File: src/rtl/mnva_pkg.sv
// ----------------------------------------------------------------------------
// mnva_pkg
// Shared types and constants for the MIDI note to CV voice allocator.
// ----------------------------------------------------------------------------
package mnva_pkg;

    // Default voice count
    localparam int VOICE_COUNT_DEF = 4;

    // Voices with a configurable channel register
    localparam int CHAN_REGS = 4;

    // Field widths
    localparam int CHAN_W  = 5;
    localparam int NOTE_W  = 7;
    localparam int VEL_W   = 7;
    localparam int VOICE_W = 2;
    localparam int PITCH_W = 13;
    localparam int VCV_W   = 12;
    localparam int ENTRY_W = 8;

    // Configuration register indexes
    localparam int CFG_IDX_W = 3;
    localparam logic [CFG_IDX_W-1:0] CFG_NOTES_ENABLED  = 3'd0;
    localparam logic [CFG_IDX_W-1:0] CFG_POLY_MODE      = 3'd1;
    localparam logic [CFG_IDX_W-1:0] CFG_VOICE0_CHANNEL = 3'd2;

    // Note operations
    localparam logic OP_NOTE_OFF = 1'b0;
    localparam logic OP_NOTE_ON  = 1'b1;

    // pitch = floor(note * 42.666), done as (note * ceil(42.666 * 2^20)) >> 20.
    // The rounding error stays below 5e-5 over all notes, and the fractional
    // part of note * 42.666 never exceeds 0.998, so the floor is exact.
    localparam int PITCH_MULT_W = 26;
    localparam logic [PITCH_MULT_W-1:0] PITCH_MULT = 26'd44738544;
    localparam int PITCH_SHIFT  = 20;
    localparam int PITCH_PROD_W = NOTE_W + PITCH_MULT_W;

    // velocity_cv = velocity * 32
    localparam int VCV_SHIFT = 5;

    typedef enum logic [1:0] {
        ST_IDLE,
        ST_SCAN,
        ST_EMIT
    } mnva_state_t;

endpackage

File: src/rtl/midi_note_voice_allocator_unit.sv
// ----------------------------------------------------------------------------
// midi_note_voice_allocator_unit
// Assigns MIDI note-on/note-off events to CV voices and emits one result per
// voice driven, in ascending voice order.
// ----------------------------------------------------------------------------
// One event is accepted at a time. After acceptance a single entry compare
// unit walks the voice table one voice per cycle (the whole table, or less
// when a poly note-on finds a free voice), then a second walk over the voices
// hands out the results through the output register, at most one per cycle;
// voices without a hit are stepped over, and the sink can stall the walk. An
// event that hits nothing or arrives with notes disabled yields no
// transaction. Configuration writes are always taken.
module midi_note_voice_allocator_unit #(
    parameter int VOICE_COUNT = mnva_pkg::VOICE_COUNT_DEF
) (
    input  logic        clk,
    input  logic        rst_n,

    // Configuration write channel
    input  logic                             cfg_valid,
    output logic                             cfg_ready,
    input  logic [mnva_pkg::CFG_IDX_W-1:0]   cfg_index,
    input  logic [mnva_pkg::CHAN_W-1:0]      cfg_data,

    // Event input
    input  logic        s_axis_tvalid,
    output logic        s_axis_tready,
    input  logic [23:0] s_axis_tdata,   // [4:0] channel, [11:5] note, [18:12] velocity
    input  logic [0:0]  s_axis_tuser,   // [0] operation

    // Result output
    output logic        m_axis_tvalid,
    input  logic        m_axis_tready,
    output logic [31:0] m_axis_tdata,   // [1:0] voice, [2] write_cv, [15:3] pitch_cv,
                                        // [27:16] velocity_cv, [28] gate_on
    output logic        m_axis_tlast    // last
);

    localparam int IDX_W = (VOICE_COUNT > 1) ? $clog2(VOICE_COUNT) : 1;
    localparam logic [IDX_W-1:0] IDX_LAST = IDX_W'(VOICE_COUNT - 1);

    localparam int CW = mnva_pkg::CHAN_W;
    localparam int NW = mnva_pkg::NOTE_W;
    localparam int VW = mnva_pkg::VEL_W;
    localparam int EW = mnva_pkg::ENTRY_W;

    // ------------------------------------------------------------------
    // Registers
    // ------------------------------------------------------------------
    mnva_pkg::mnva_state_t state_reg, state_next;

    logic                     notes_enabled_reg;
    logic                     poly_mode_reg;
    logic [CW-1:0]            voice_chan_reg [VOICE_COUNT];
    logic [EW-1:0]            map_tab_reg    [VOICE_COUNT];
    logic [EW-1:0]            poly_tab_reg   [VOICE_COUNT];

    logic [IDX_W-1:0]         idx_reg, idx_next;
    logic [VOICE_COUNT-1:0]   hit_reg, hit_next;
    logic [1:0]               count_reg, count_next;

    // event payload
    logic                     op_reg;
    logic [CW-1:0]            ch_reg;
    logic [NW-1:0]            note_reg;
    logic [mnva_pkg::PITCH_W-1:0] pitch_reg;
    logic [mnva_pkg::VCV_W-1:0]   vcv_reg;

    // output stage
    logic                     m_valid_reg, m_valid_next;
    logic [31:0]              m_data_reg, m_data_next;
    logic                     m_last_reg, m_last_next;

    // ------------------------------------------------------------------
    // Input unpacking and pitch/velocity scaling
    // ------------------------------------------------------------------
    logic                         in_op;
    logic [CW-1:0]                in_ch;
    logic [NW-1:0]                in_note;
    logic [VW-1:0]                in_vel;
    logic [mnva_pkg::PITCH_PROD_W-1:0] pitch_prod;
    logic                         in_fire;

    assign in_op   = s_axis_tuser[0];
    assign in_ch   = s_axis_tdata[4:0];
    assign in_note = s_axis_tdata[11:5];
    assign in_vel  = s_axis_tdata[18:12];
    assign pitch_prod = mnva_pkg::PITCH_PROD_W'(in_note)
                      * mnva_pkg::PITCH_PROD_W'(mnva_pkg::PITCH_MULT);

    assign s_axis_tready = (state_reg == mnva_pkg::ST_IDLE);
    assign in_fire       = s_axis_tvalid && s_axis_tready;
    assign cfg_ready     = 1'b1;

    // ------------------------------------------------------------------
    // Shared entry compare unit (one voice per cycle)
    // ------------------------------------------------------------------
    logic [EW-1:0] cur_entry;
    logic          cur_busy;
    logic          chan_ok;
    logic          scan_hit;
    logic [EW-1:0] new_entry;
    logic          scan_stop;
    logic          idx_at_end;

    assign cur_entry  = poly_mode_reg ? poly_tab_reg[idx_reg] : map_tab_reg[idx_reg];
    assign cur_busy   = cur_entry[EW-1];
    assign chan_ok    = poly_mode_reg || (voice_chan_reg[idx_reg] == ch_reg);
    assign scan_hit   = chan_ok && ((op_reg == mnva_pkg::OP_NOTE_ON) ? !cur_busy
                        : (cur_busy && (cur_entry[NW-1:0] == note_reg)));
    assign new_entry  = (op_reg == mnva_pkg::OP_NOTE_ON) ? {1'b1, note_reg} : '0;
    assign idx_at_end = (idx_reg == IDX_LAST);
    // a poly note-on stops at the first free voice
    assign scan_stop  = idx_at_end
                      || (scan_hit && poly_mode_reg && (op_reg == mnva_pkg::OP_NOTE_ON));

    // ------------------------------------------------------------------
    // Result hand-out
    // ------------------------------------------------------------------
    logic                   out_free;
    logic                   cur_hit;
    logic                   emit_fire;
    logic                   hits_above;
    logic                   emit_last;
    logic                   emit_done;
    logic [IDX_W+1:0]       idx_ext;

    assign out_free   = !m_valid_reg || m_axis_tready;
    assign cur_hit    = hit_reg[idx_reg];
    assign emit_fire  = (state_reg == mnva_pkg::ST_EMIT) && cur_hit && out_free;
    assign hits_above = |((hit_reg >> idx_reg) >> 1);
    assign emit_last  = (count_reg == 2'd3) || !hits_above;
    assign emit_done  = (emit_fire && emit_last) || (!cur_hit && idx_at_end);
    assign idx_ext    = {2'b00, idx_reg};

    // ------------------------------------------------------------------
    // Next state
    // ------------------------------------------------------------------
    always_comb
    begin
        state_next = state_reg;
        unique case (state_reg)
            mnva_pkg::ST_IDLE:
            begin
                if (in_fire && notes_enabled_reg)
                begin
                    state_next = mnva_pkg::ST_SCAN;
                end
            end
            mnva_pkg::ST_SCAN:
            begin
                if (scan_stop)
                begin
                    if ((hit_reg != '0) || scan_hit)
                    begin
                        state_next = mnva_pkg::ST_EMIT;
                    end
                    else
                    begin
                        state_next = mnva_pkg::ST_IDLE;
                    end
                end
            end
            mnva_pkg::ST_EMIT:
            begin
                if (emit_done)
                begin
                    state_next = mnva_pkg::ST_IDLE;
                end
            end
            default:
            begin
                state_next = mnva_pkg::ST_IDLE;
            end
        endcase
    end

    // ------------------------------------------------------------------
    // Sequencer datapath and output stage
    // ------------------------------------------------------------------
    always_comb
    begin
        idx_next     = idx_reg;
        hit_next     = hit_reg;
        count_next   = count_reg;
        m_data_next  = m_data_reg;
        m_last_next  = m_last_reg;
        m_valid_next = m_valid_reg && !m_axis_tready;

        unique case (state_reg)
            mnva_pkg::ST_IDLE:
            begin
                idx_next   = '0;
                hit_next   = '0;
                count_next = '0;
            end
            mnva_pkg::ST_SCAN:
            begin
                if (scan_hit)
                begin
                    hit_next[idx_reg] = 1'b1;
                end
                idx_next = scan_stop ? '0 : idx_reg + 1'b1;
            end
            mnva_pkg::ST_EMIT:
            begin
                if (emit_fire)
                begin
                    m_valid_next = 1'b1;
                    m_last_next  = emit_last;
                    m_data_next  = '0;
                    m_data_next[1:0] = idx_ext[1:0];
                    if (op_reg == mnva_pkg::OP_NOTE_ON)
                    begin
                        m_data_next[2]     = 1'b1;
                        m_data_next[15:3]  = pitch_reg;
                        m_data_next[27:16] = vcv_reg;
                        m_data_next[28]    = 1'b1;
                    end
                    count_next = count_reg + 1'b1;
                end
                if ((emit_fire || !cur_hit) && !idx_at_end)
                begin
                    idx_next = idx_reg + 1'b1;
                end
            end
            default:
            begin
                idx_next = '0;
            end
        endcase
    end

    // control state
    always_ff @(posedge clk or negedge rst_n)
    begin
        if (!rst_n)
        begin
            state_reg   <= mnva_pkg::ST_IDLE;
            idx_reg     <= '0;
            hit_reg     <= '0;
            count_reg   <= '0;
            m_valid_reg <= 1'b0;
        end
        else
        begin
            state_reg   <= state_next;
            idx_reg     <= idx_next;
            hit_reg     <= hit_next;
            count_reg   <= count_next;
            m_valid_reg <= m_valid_next;
        end
    end

    // configuration registers
    always_ff @(posedge clk or negedge rst_n)
    begin
        if (!rst_n)
        begin
            notes_enabled_reg <= 1'b1;
            poly_mode_reg     <= 1'b0;
            for (int i = 0; i < VOICE_COUNT; i++)
            begin
                voice_chan_reg[i] <= CW'(i + 1);
            end
        end
        else if (cfg_valid && cfg_ready)
        begin
            if (cfg_index == mnva_pkg::CFG_NOTES_ENABLED)
            begin
                notes_enabled_reg <= cfg_data[0];
            end
            if (cfg_index == mnva_pkg::CFG_POLY_MODE)
            begin
                poly_mode_reg <= cfg_data[0];
            end
            for (int i = 0; i < VOICE_COUNT; i++)
            begin
                if ((i < mnva_pkg::CHAN_REGS)
                    && (cfg_index == mnva_pkg::CFG_VOICE0_CHANNEL
                                     + mnva_pkg::CFG_IDX_W'(i)))
                begin
                    voice_chan_reg[i] <= cfg_data;
                end
            end
        end
    end

    // voice tables, updated at the scanned entry
    always_ff @(posedge clk or negedge rst_n)
    begin
        if (!rst_n)
        begin
            for (int i = 0; i < VOICE_COUNT; i++)
            begin
                map_tab_reg[i]  <= '0;
                poly_tab_reg[i] <= '0;
            end
        end
        else if ((state_reg == mnva_pkg::ST_SCAN) && scan_hit)
        begin
            if (poly_mode_reg)
            begin
                poly_tab_reg[idx_reg] <= new_entry;
            end
            else
            begin
                map_tab_reg[idx_reg] <= new_entry;
            end
        end
    end

    // payload
    always_ff @(posedge clk)
    begin
        if (in_fire)
        begin
            op_reg    <= in_op;
            ch_reg    <= in_ch;
            note_reg  <= in_note;
            pitch_reg <= pitch_prod[mnva_pkg::PITCH_SHIFT +: mnva_pkg::PITCH_W];
            vcv_reg   <= mnva_pkg::VCV_W'(in_vel) << mnva_pkg::VCV_SHIFT;
        end
        m_data_reg <= m_data_next;
        m_last_reg <= m_last_next;
    end

    assign m_axis_tvalid = m_valid_reg;
    assign m_axis_tdata  = m_data_reg;
    assign m_axis_tlast  = m_last_reg;

endmodule

File: config.mk
export PLATFORM = sky130hd
export DESIGN_NAME = midi_note_voice_allocator_unit
export DESIGN_NICKNAME = d
export VERILOG_FILES = /design/src/rtl/mnva_pkg.sv /design/src/rtl/midi_note_voice_allocator_unit.sv
export SDC_FILE = /design/constraint.sdc
export NUM_CORES = 1
export LEC_CHECK = 0
export ABC_AREA = 1
export BUFFER_PORTS_ARGS = -buffer_cell sky130_fd_sc_hd__buf_4
export CORE_UTILIZATION = 40
export CTS_CLUSTER_SIZE = 16
export DETAILED_ROUTE_END_ITERATION = 16
export SKIP_CTS_REPAIR_TIMING = 1
export SLEW_MARGIN = 15
export SYNTH_ARGS = -nofsm -noshare
export SYNTH_HDL_FRONTEND = slang
export SYNTH_SLANG_ARGS = --single-unit
File: constraint.sdc
create_clock -name clk -period 5.01 [get_ports clk]
set_input_delay 0.7515 -clock clk [delete_from_list [all_inputs] [get_ports clk]]
set_output_delay 0.7515 -clock clk [all_outputs]
set_load 0.02 [all_outputs]
# After elaboration in Yosys (flattened, before gate mapping)

Cells that the tools add are included.

Register bits: 155
Bits of input ports: 38

Bitwise operators: 3
Shift operators: 1
Reduce and logical (&&, ||, !) cells: 46
Mux-type cells: 35
Multipliers: 1
Equal/unequal tests: 17
Magnitude comparators: 4
Add/subtract/negate cells: 2

Operators with widths:

| kind                                                 | number |
|---|---|
| bitwise mux 32 bit                                   | 2 |
| 2-to-1 mux 8 bit                                     | 7 |
| binary-select mux 8 bit (select 2 bit)               | 2 |
| multiplier 7 x 22 -> 29 bit (second input constant)  | 1 |
| 2-to-1 mux 27 bit                                    | 1 |
| AND reduction 2 bit                                  | 11 |
| demux 8 bit (select 2 bit)                           | 1 |
| logical AND 1 bit                                    | 15 |
| 2-to-1 mux 2 bit                                     | 7 |
| binary-select mux 5 bit (select 2 bit)               | 1 |
| 2-to-1 mux 5 bit                                     | 2 |
| inequality test 2 bit (second input constant)        | 4 |
| case mux 2 bit (2 select lines)                      | 2 |
| case mux 4 bit (2 select lines)                      | 1 |
| equality test 7 bit                                  | 1 |
| logical OR 1 bit                                     | 7 |
| equality test 2 bit (second input constant)          | 3 |
| equality test 3 x 2 -> 1 bit (second input constant) | 2 |
| equality test 3 bit (second input constant)          | 2 |
| zero test 1 bit                                      | 6 |
| case mux 2 bit (3 select lines)                      | 1 |
| equality test 5 bit                                  | 1 |
| 2-to-1 mux 1 bit                                     | 5 |
| adder 2 x 1 -> 2 bit (second input constant)         | 2 |
| 20 further kinds                                     | 22 |

# Logic depth before layout (Yosys ltp)

Gate-level depths: netlist (run 1).

Depth in word-level cells: 14
Depth in mapped cells: 23
Mapped depth without buffers: 23

# Worst setup path after synthesis (run 1)

No wires, ideal clock.

Kind: input -> register
Start point: input port s_axis_tdata[9]
End point: register pitch_reg[7] (netlist name), data pin
Path buffers: 0
Required time: 4.740 ns
Path slack: 0.570 ns
Stages on the path: 17
Arrival time: 4.170 ns
Setup time: 0.270 ns
Cell sequence: fa_1 -> inv_1 -> fa_1 -> inv_1 -> fa_1 -> inv_1 -> fa_1 -> inv_1 -> ha_1 -> nand2_1 -> o21ai_0 -> nand2_1 -> o211ai_1 -> nand2_1 -> nand3_1 -> a31oi_1 -> xor2_1

Word-level cells in the longest chain between the ends: 1

RTL lines:

| item                           | line                                  | source |
|---|---|---|
| start, declared                | midi_note_voice_allocator_unit.sv:28  | `input logic [23:0] s_axis_tdata,` |
| multiplier 7 x 22 -> 29 bit    | midi_note_voice_allocator_unit.sv:89  | `* mnva_pkg::PITCH_PROD_W'(mnva_pkg::PITCH_MULT);` |
| named net pitch_prod (one bit) | midi_note_voice_allocator_unit.sv:81  | `logic [mnva_pkg::PITCH_PROD_W-1:0] pitch_prod;` |
| end signal, assigned           | midi_note_voice_allocator_unit.sv:321 | `pitch_reg <= pitch_prod[mnva_pkg::PITCH_SHIFT +: mnva_pkg::PITCH_W];` |
| end, declared                  | midi_note_voice_allocator_unit.sv:66  | `logic [mnva_pkg::PITCH_W-1:0] pitch_reg;` |

The timed path passes the listed nets, and every way through them passes these cells.
A chain may end at the register's enable or synchronous reset.

# Final worst setup path (run 1)

Start point: input port s_axis_tdata[9]
End point: register pitch_reg[5] (netlist name), data pin

Same word-level chain as after synthesis.

==> run summary, run 1 <==
status = finished clean
gr usage total = 19.1%
WL final = 22100 µm
CTS tree = done
setup tns final = 0 ps
pwr dens = 463 nW/µm²
FMAX = 229 MHz
# IOs = 74
routability cong. = 0.801
Worst path top cell family by delay = adder cells
total leakage power = 0.00544 µW
die height = 157 µm
starting density of the core = 40.7%
share of layout cells above drive strength 1 = 9.93%
crit path buf inv count = 5
Synth top area share = 23.8%
WS Path Type = input pin to flip-flop
number of synthesized register bits = 154
HPWL Detailed = 14800 µm
final antenna-violating net count = 0
vias per cell = 4.92
CP startpoint kind = input pin
initial antenna violation count = 0
worst setup margin = 638 ps
Core ar. = 23500 µm²
Worst Clk Skew = 13.2 ps
Yosys cell types = 39
Post-synth top flop = dfrtp_1
CTS sink count = 154
relative slew slack = 29.8%
Worst-Skew Late Latency = 430 ps
worst slew pin tran = 1050 ps
# fillers = 2333
remaining routing DRC violations = 0
PortBufs = 59
post-synth top area cell = dfrtp_1
drt pass-1 iters = 5
CP peak stage delay = 570 ps
Setup crit end kind = flip-flop
drt wl/cell = 14.6 µm
final hold vios = 0
std cell rows = 56
Critical Path Slowest Stage Cell = fa_1
footprint of the multi-input gates = 4470 µm²
largest vdd supply drop = 0.193 mV
total grt overflow = 0
CTS buffer count = 17
Util after Layout = 46.0%
max-cap violations = 0
Post-synth EDFFs = 57
Synth Instances = 1140
Seq/Total Area, Yosys = 43.4%
post-layout min period = 4370 ps
H-tree depth = 4
period utilization = 87.3%
CP max FO = 3
WHS = 453 ps
Net count, final = 1315
Reg clk slew, reported paths = 70 ps
cell chain of the critical path = buf_4 > fa_1 > inv_1 > fa_1 > inv_1 > fa_1 > inv_1 > fa_1 > inv_1 > ha_1 > a21oi_1 > o21ai_0 > nand2_1 > o211ai_1 > nand2_1 > nand3_1 > a31oi_1 > xnor2_1
pre-CTS setup slack = 150 ps
global-route wire length before repair = 36700 µm
clock buffer depth = 2
CP Data Required Time = 5180 ps
die area = 24500 µm²
Setup Viol. Count Final = 0
Pins Over Slew Limit = 0
yosys warns = 0
Async S/R FF share, synth = 63.0%
1st-iter DRT viols = 523
synth top area cells = dfrtp_1 (24%), edfxtp_1 (18%), nand2_1 (14%)
area grow syn2layout = 12.9%
Antenna diodes = 0
Die Wd = 157 µm
DR vias = 7469
Avg Cell Area, Syn = 8.39 µm²
Root Driver = clkbuf_16
largest net degree at the start of global routing = 73
vias in the first global route = 7268
Sequential Area = 4150 µm²
CP arrival = 4540 ps
HP Class = input pin to async pin
synthesized area = 9560 µm²
RSZ-0062 raised after global routing = false
## path summary, 6_finish.rpt
path	start	cells after the start	end	slack, ps
max	s_axis_tdata[9]	18	pitch_reg[5]	640
min	rst_n	1	voice_chan_reg[12]	450
max reg2reg	idx_reg[0]	14	map_tab_reg[13]	1820
min reg2reg	map_tab_reg[9]	2	map_tab_reg[9]	480
max in group asynchronous	rst_n	2	notes_enabled_reg	3590
min in group clk	map_tab_reg[9]	2	map_tab_reg[9]	480
## stage by stage
step / instance area, µm² / std cells / total power [µW]
3_3_place_gp: 10200 / 1485 / 3700
5_1_grt: 10800 / 1517 / 5400
2_1_floorplan: 9590 / 1147 / 3260
3_5_place_dp: 10200 / 1485 / 3730
6_report: 10800 / 1517 / 4990
4_1_cts: 10800 / 1517 / 5040
## synthesized netlist by cell type (all sizes together), types with 2 or more instances
cell type	count
nand3b	4
nor3	2
xor2	12
buf	33
nand4	80
dfrtp	91
xnor2	5
conb	2
a31oi	4
nand3	65
clkinv	4
o21bai	5
edfxtp	57
a21oi	36
a211oi	2
nand2	368
inv	159
o21ai	47
dfstp	6
nor2	38
o211ai	2
ha	70
fa	22
clkbuf	20
or2	2
## metal layers
layer	routed length (µm)	vias up	track usage (%)
li1	-	3792	-
met1	10800	3531	26.7
met2	10400	136	30.9
met3	716	10	2.80
met4	136	0	5.00
met5	0	-	0
## layout make-up
class | count | area share, %
repair buffers | 72 | 5.13
clock buffers | 17 | 3.94
clock inverters | 15 | 1.66
flip-flops and latches | 154 | 38.4
well taps | 319 | 3.70
multi-input cells | 777 | 41.4
inverters | 163 | 5.72
## where the power goes
part / internal [µW] / switching [µW] / leakage, µW
Combinational: 667 / 1270 / 0.00333
Sequential: 1630 / 142 / 0.00182
Clock: 673 / 609 / 0.000294
Total: 2970 / 2020 / 0.00544
## logic make-up after synthesis
group / after synthesis / share of synthesized area, %
other: 2 / 0.0786
adders and majority gates: 92 / 13.8
AOI/OAI and AO/OA: 98 / 5.52
DFF: 154 / 43.4
and+or+nand+nor: 561 / 25.3
xor gates and xnor gates: 17 / 1.56
buffers and inverters: 216 / 10.4
## cells in the final DEF, fill, tap and decap left out, types with 4 or more instances in the layout
cell type,n
clkinv_1,4
edfxtp_1,57
nand3_1,64
inv_1,157
o21bai_1,5
dfrtp_1,90
nand2_1,367
clkbuf_16,17
o21ai_0,45
clkinv_8,6
dfstp_2,6
fa_1,22
xnor2_1,5
nor2_1,38
nand3b_1,4
ha_1,70
nand4_1,80
conb_1,9
inv_6,5
xor2_1,12
buf_4,71
a31oi_1,4
a21oi_1,34
No activity file was read; power rests on OpenSTA's default activity.
==> inputs of run 2 (changes only) <==
==> constraint.sdc (replaced) <==
create_clock -name clk -period 5.1 [get_ports clk]
set_input_delay 0.51 -clock clk [delete_from_list [all_inputs] [get_ports clk]]
set_output_delay 0.51 -clock clk [all_outputs]
set_load 0.02 [all_outputs]
==> run summary, run 2 (synthesis gave the netlist of run 1 again) <==
status = finished clean
1st-iter DRT viols = 577 (+10%)
routability cong. = 0.805 (+0.50%)
Worst Clk Skew = 13.4 ps (+0.124 ps)
Net count, final = 1311 (-0.30%)
remaining routing DRC violations = 0 (unchanged)
gr usage total = 19.3% (+0.20 points)
met2 WL post-DR = 10400 µm (about the same)
CP max FO = 7 (+4)
clock buffer depth = 2 (unchanged)
FMAX = 234 MHz
RSZ-0062 raised after global routing = false
Util after Layout = 45.9% (-0.091 points)
HP Class = input pin to async pin
# IOs = 74 (unchanged)
# fillers = 2319 (-0.60%)
commonest non-fill, non-tap cell in the layout = nand2_1
drt pass-1 iters = 5 (unchanged)
area grow syn2layout = 12.6%
FF-to-FF path depth = 13 (-1)
global-route wire length before repair = 36900 µm (+0.77%)
crit path to = pitch_reg[7]
largest net degree at the start of global routing = 59 (-19%)
final hold vios = 0 (unchanged)
Crit Reg-Reg Endpoint = map_tab_reg[31]
vias per cell = 5.00 (+1.5%)
DR vias = 7560 (+1.2%)
starting density of the core = 40.7% (unchanged)
HPWL Detailed = 14700 µm (-1.1%)
max-cap violations = 0 (unchanged)
FF-to-FF setup slack = 1810 ps (about the same)
Post-Route M1 WL = 10600 µm (-2.1%)
Setup crit end kind = flip-flop
WL final = 22100 µm (+0.17%)
Die Wd = 157 µm (unchanged)
CTS tree = done
WL met3 = 814 µm (+14%)
Antenna diodes = 0 (unchanged)
H-tree depth = 4 (unchanged)
final antenna-violating net count = 0 (unchanged)
Core ar. = 23500 µm² (unchanged)
die area = 24500 µm² (unchanged)
worst slew pin tran = 1010 ps (-37.0 ps)
Setup Viol. Count Final = 0 (unchanged)
pwr dens = 461 nW/µm² (-0.31%)
Critical Path Start = s_axis_tdata[9]
CTS buffer count = 17 (unchanged)
Reg clk slew, reported paths = 70 ps (about the same)
die height = 157 µm (unchanged)
vias in the first global route = 7316 (+0.66%)
Root Driver = clkbuf_16
highest routed metal layer = met4
Worst-Skew Late Latency = 430 ps (about the same)
Pins Over Slew Limit = 0 (unchanged)
Reg2Reg Launch Point = idx_reg[0]
largest vdd supply drop = 0.195 mV (+1.2%)
setup tns final = 0 ps (unchanged)
relative slew slack = 32.7% (+2.9 points)
drt wl/cell = 14.6 µm (+0.43%)
total grt overflow = 0 (unchanged)
share of layout cells above drive strength 1 = 9.63% (-0.30 points)
period utilization = 83.7%
CTS sink count = 154 (unchanged)
std cell rows = 56 (unchanged)
initial antenna violation count = 0 (unchanged)
PortBufs = 59 (unchanged)
CP Data Required Time = 5260 ps (+80 ps)
post-layout min period = 4270 ps
CP startpoint kind = input pin
total leakage power = 0.00543 µW (-0.19%)
CP arrival = 4430 ps (-110 ps)
WS Path Type = input pin to flip-flop
WHS = 125 ps (-329 ps)
most frequent cells in the layout = nand2_1 (367), inv_1 (157), dfrtp_1 (90)
## run 2: metal layers
layer / track usage, % / up-vias
met5: 0 / -
met4: 6.26 / 0
met3: 3.21 / 21
met2: 30.9 / 137
met1: 26.6 / 3616
li1: - / 3786
## run 2: stage by stage
stage          instances  total power, µW  setup WS, ps  area (µm²)
6_report            1513             4970           833       10800
5_1_grt             1513             5370           605       10800
4_1_cts             1513             5010           855       10800
3_5_place_dp        1481             3660           417       10100
3_3_place_gp        1481             3630           460       10100
2_1_floorplan       1147             3210           902        9590
## run 2: power by group
part / total, µW / internal [µW] / switching [µW]
clock network: 1330 / 771 / 555
logic: 1900 / 649 / 1260
registers: 1740 / 1600 / 135
## run 2: final cells by class
type	instances	area (µm²)	area share, %
Clock inverter	14	175	1.63
Sequential cell	154	4150	38.5
Clock buffer	18	450	4.18
Inverter	163	617	5.73
Timing Repair Buffer	68	510	4.74
Tap cell	319	399	3.71
Multi-Input combinational cell	777	4470	41.5
## run 2: worst min-delay path by stage
stage / start / to / slack [ps] / depth (start not counted)
after floorplan: rst_n / count_reg[0] / 210 / 0
after global placement: poly_tab_reg[27] / poly_tab_reg[27] / 460 / 2
after detailed placement: map_tab_reg[22] / map_tab_reg[22] / 470 / 2
after CTS: rst_n / voice_chan_reg[16] / 150 / 1
after global routing: rst_n / voice_chan_reg[12] / 180 / 1
final: rst_n / voice_chan_reg[1] / 120 / 1
## run 2: worst max-delay path, cell delays in order
cell	delay, ps
buf_4	150
fa_1	590
inv_1	90
fa_1	530
inv_1	60
fa_1	500
inv_1	50
fa_1	490
inv_1	40
ha_1	320
a21oi_1	140
o21ai_0	130
nand2_1	90
o211ai_1	80
nand2_1	70
nand3_1	170
a31oi_1	300
xor2_1	100
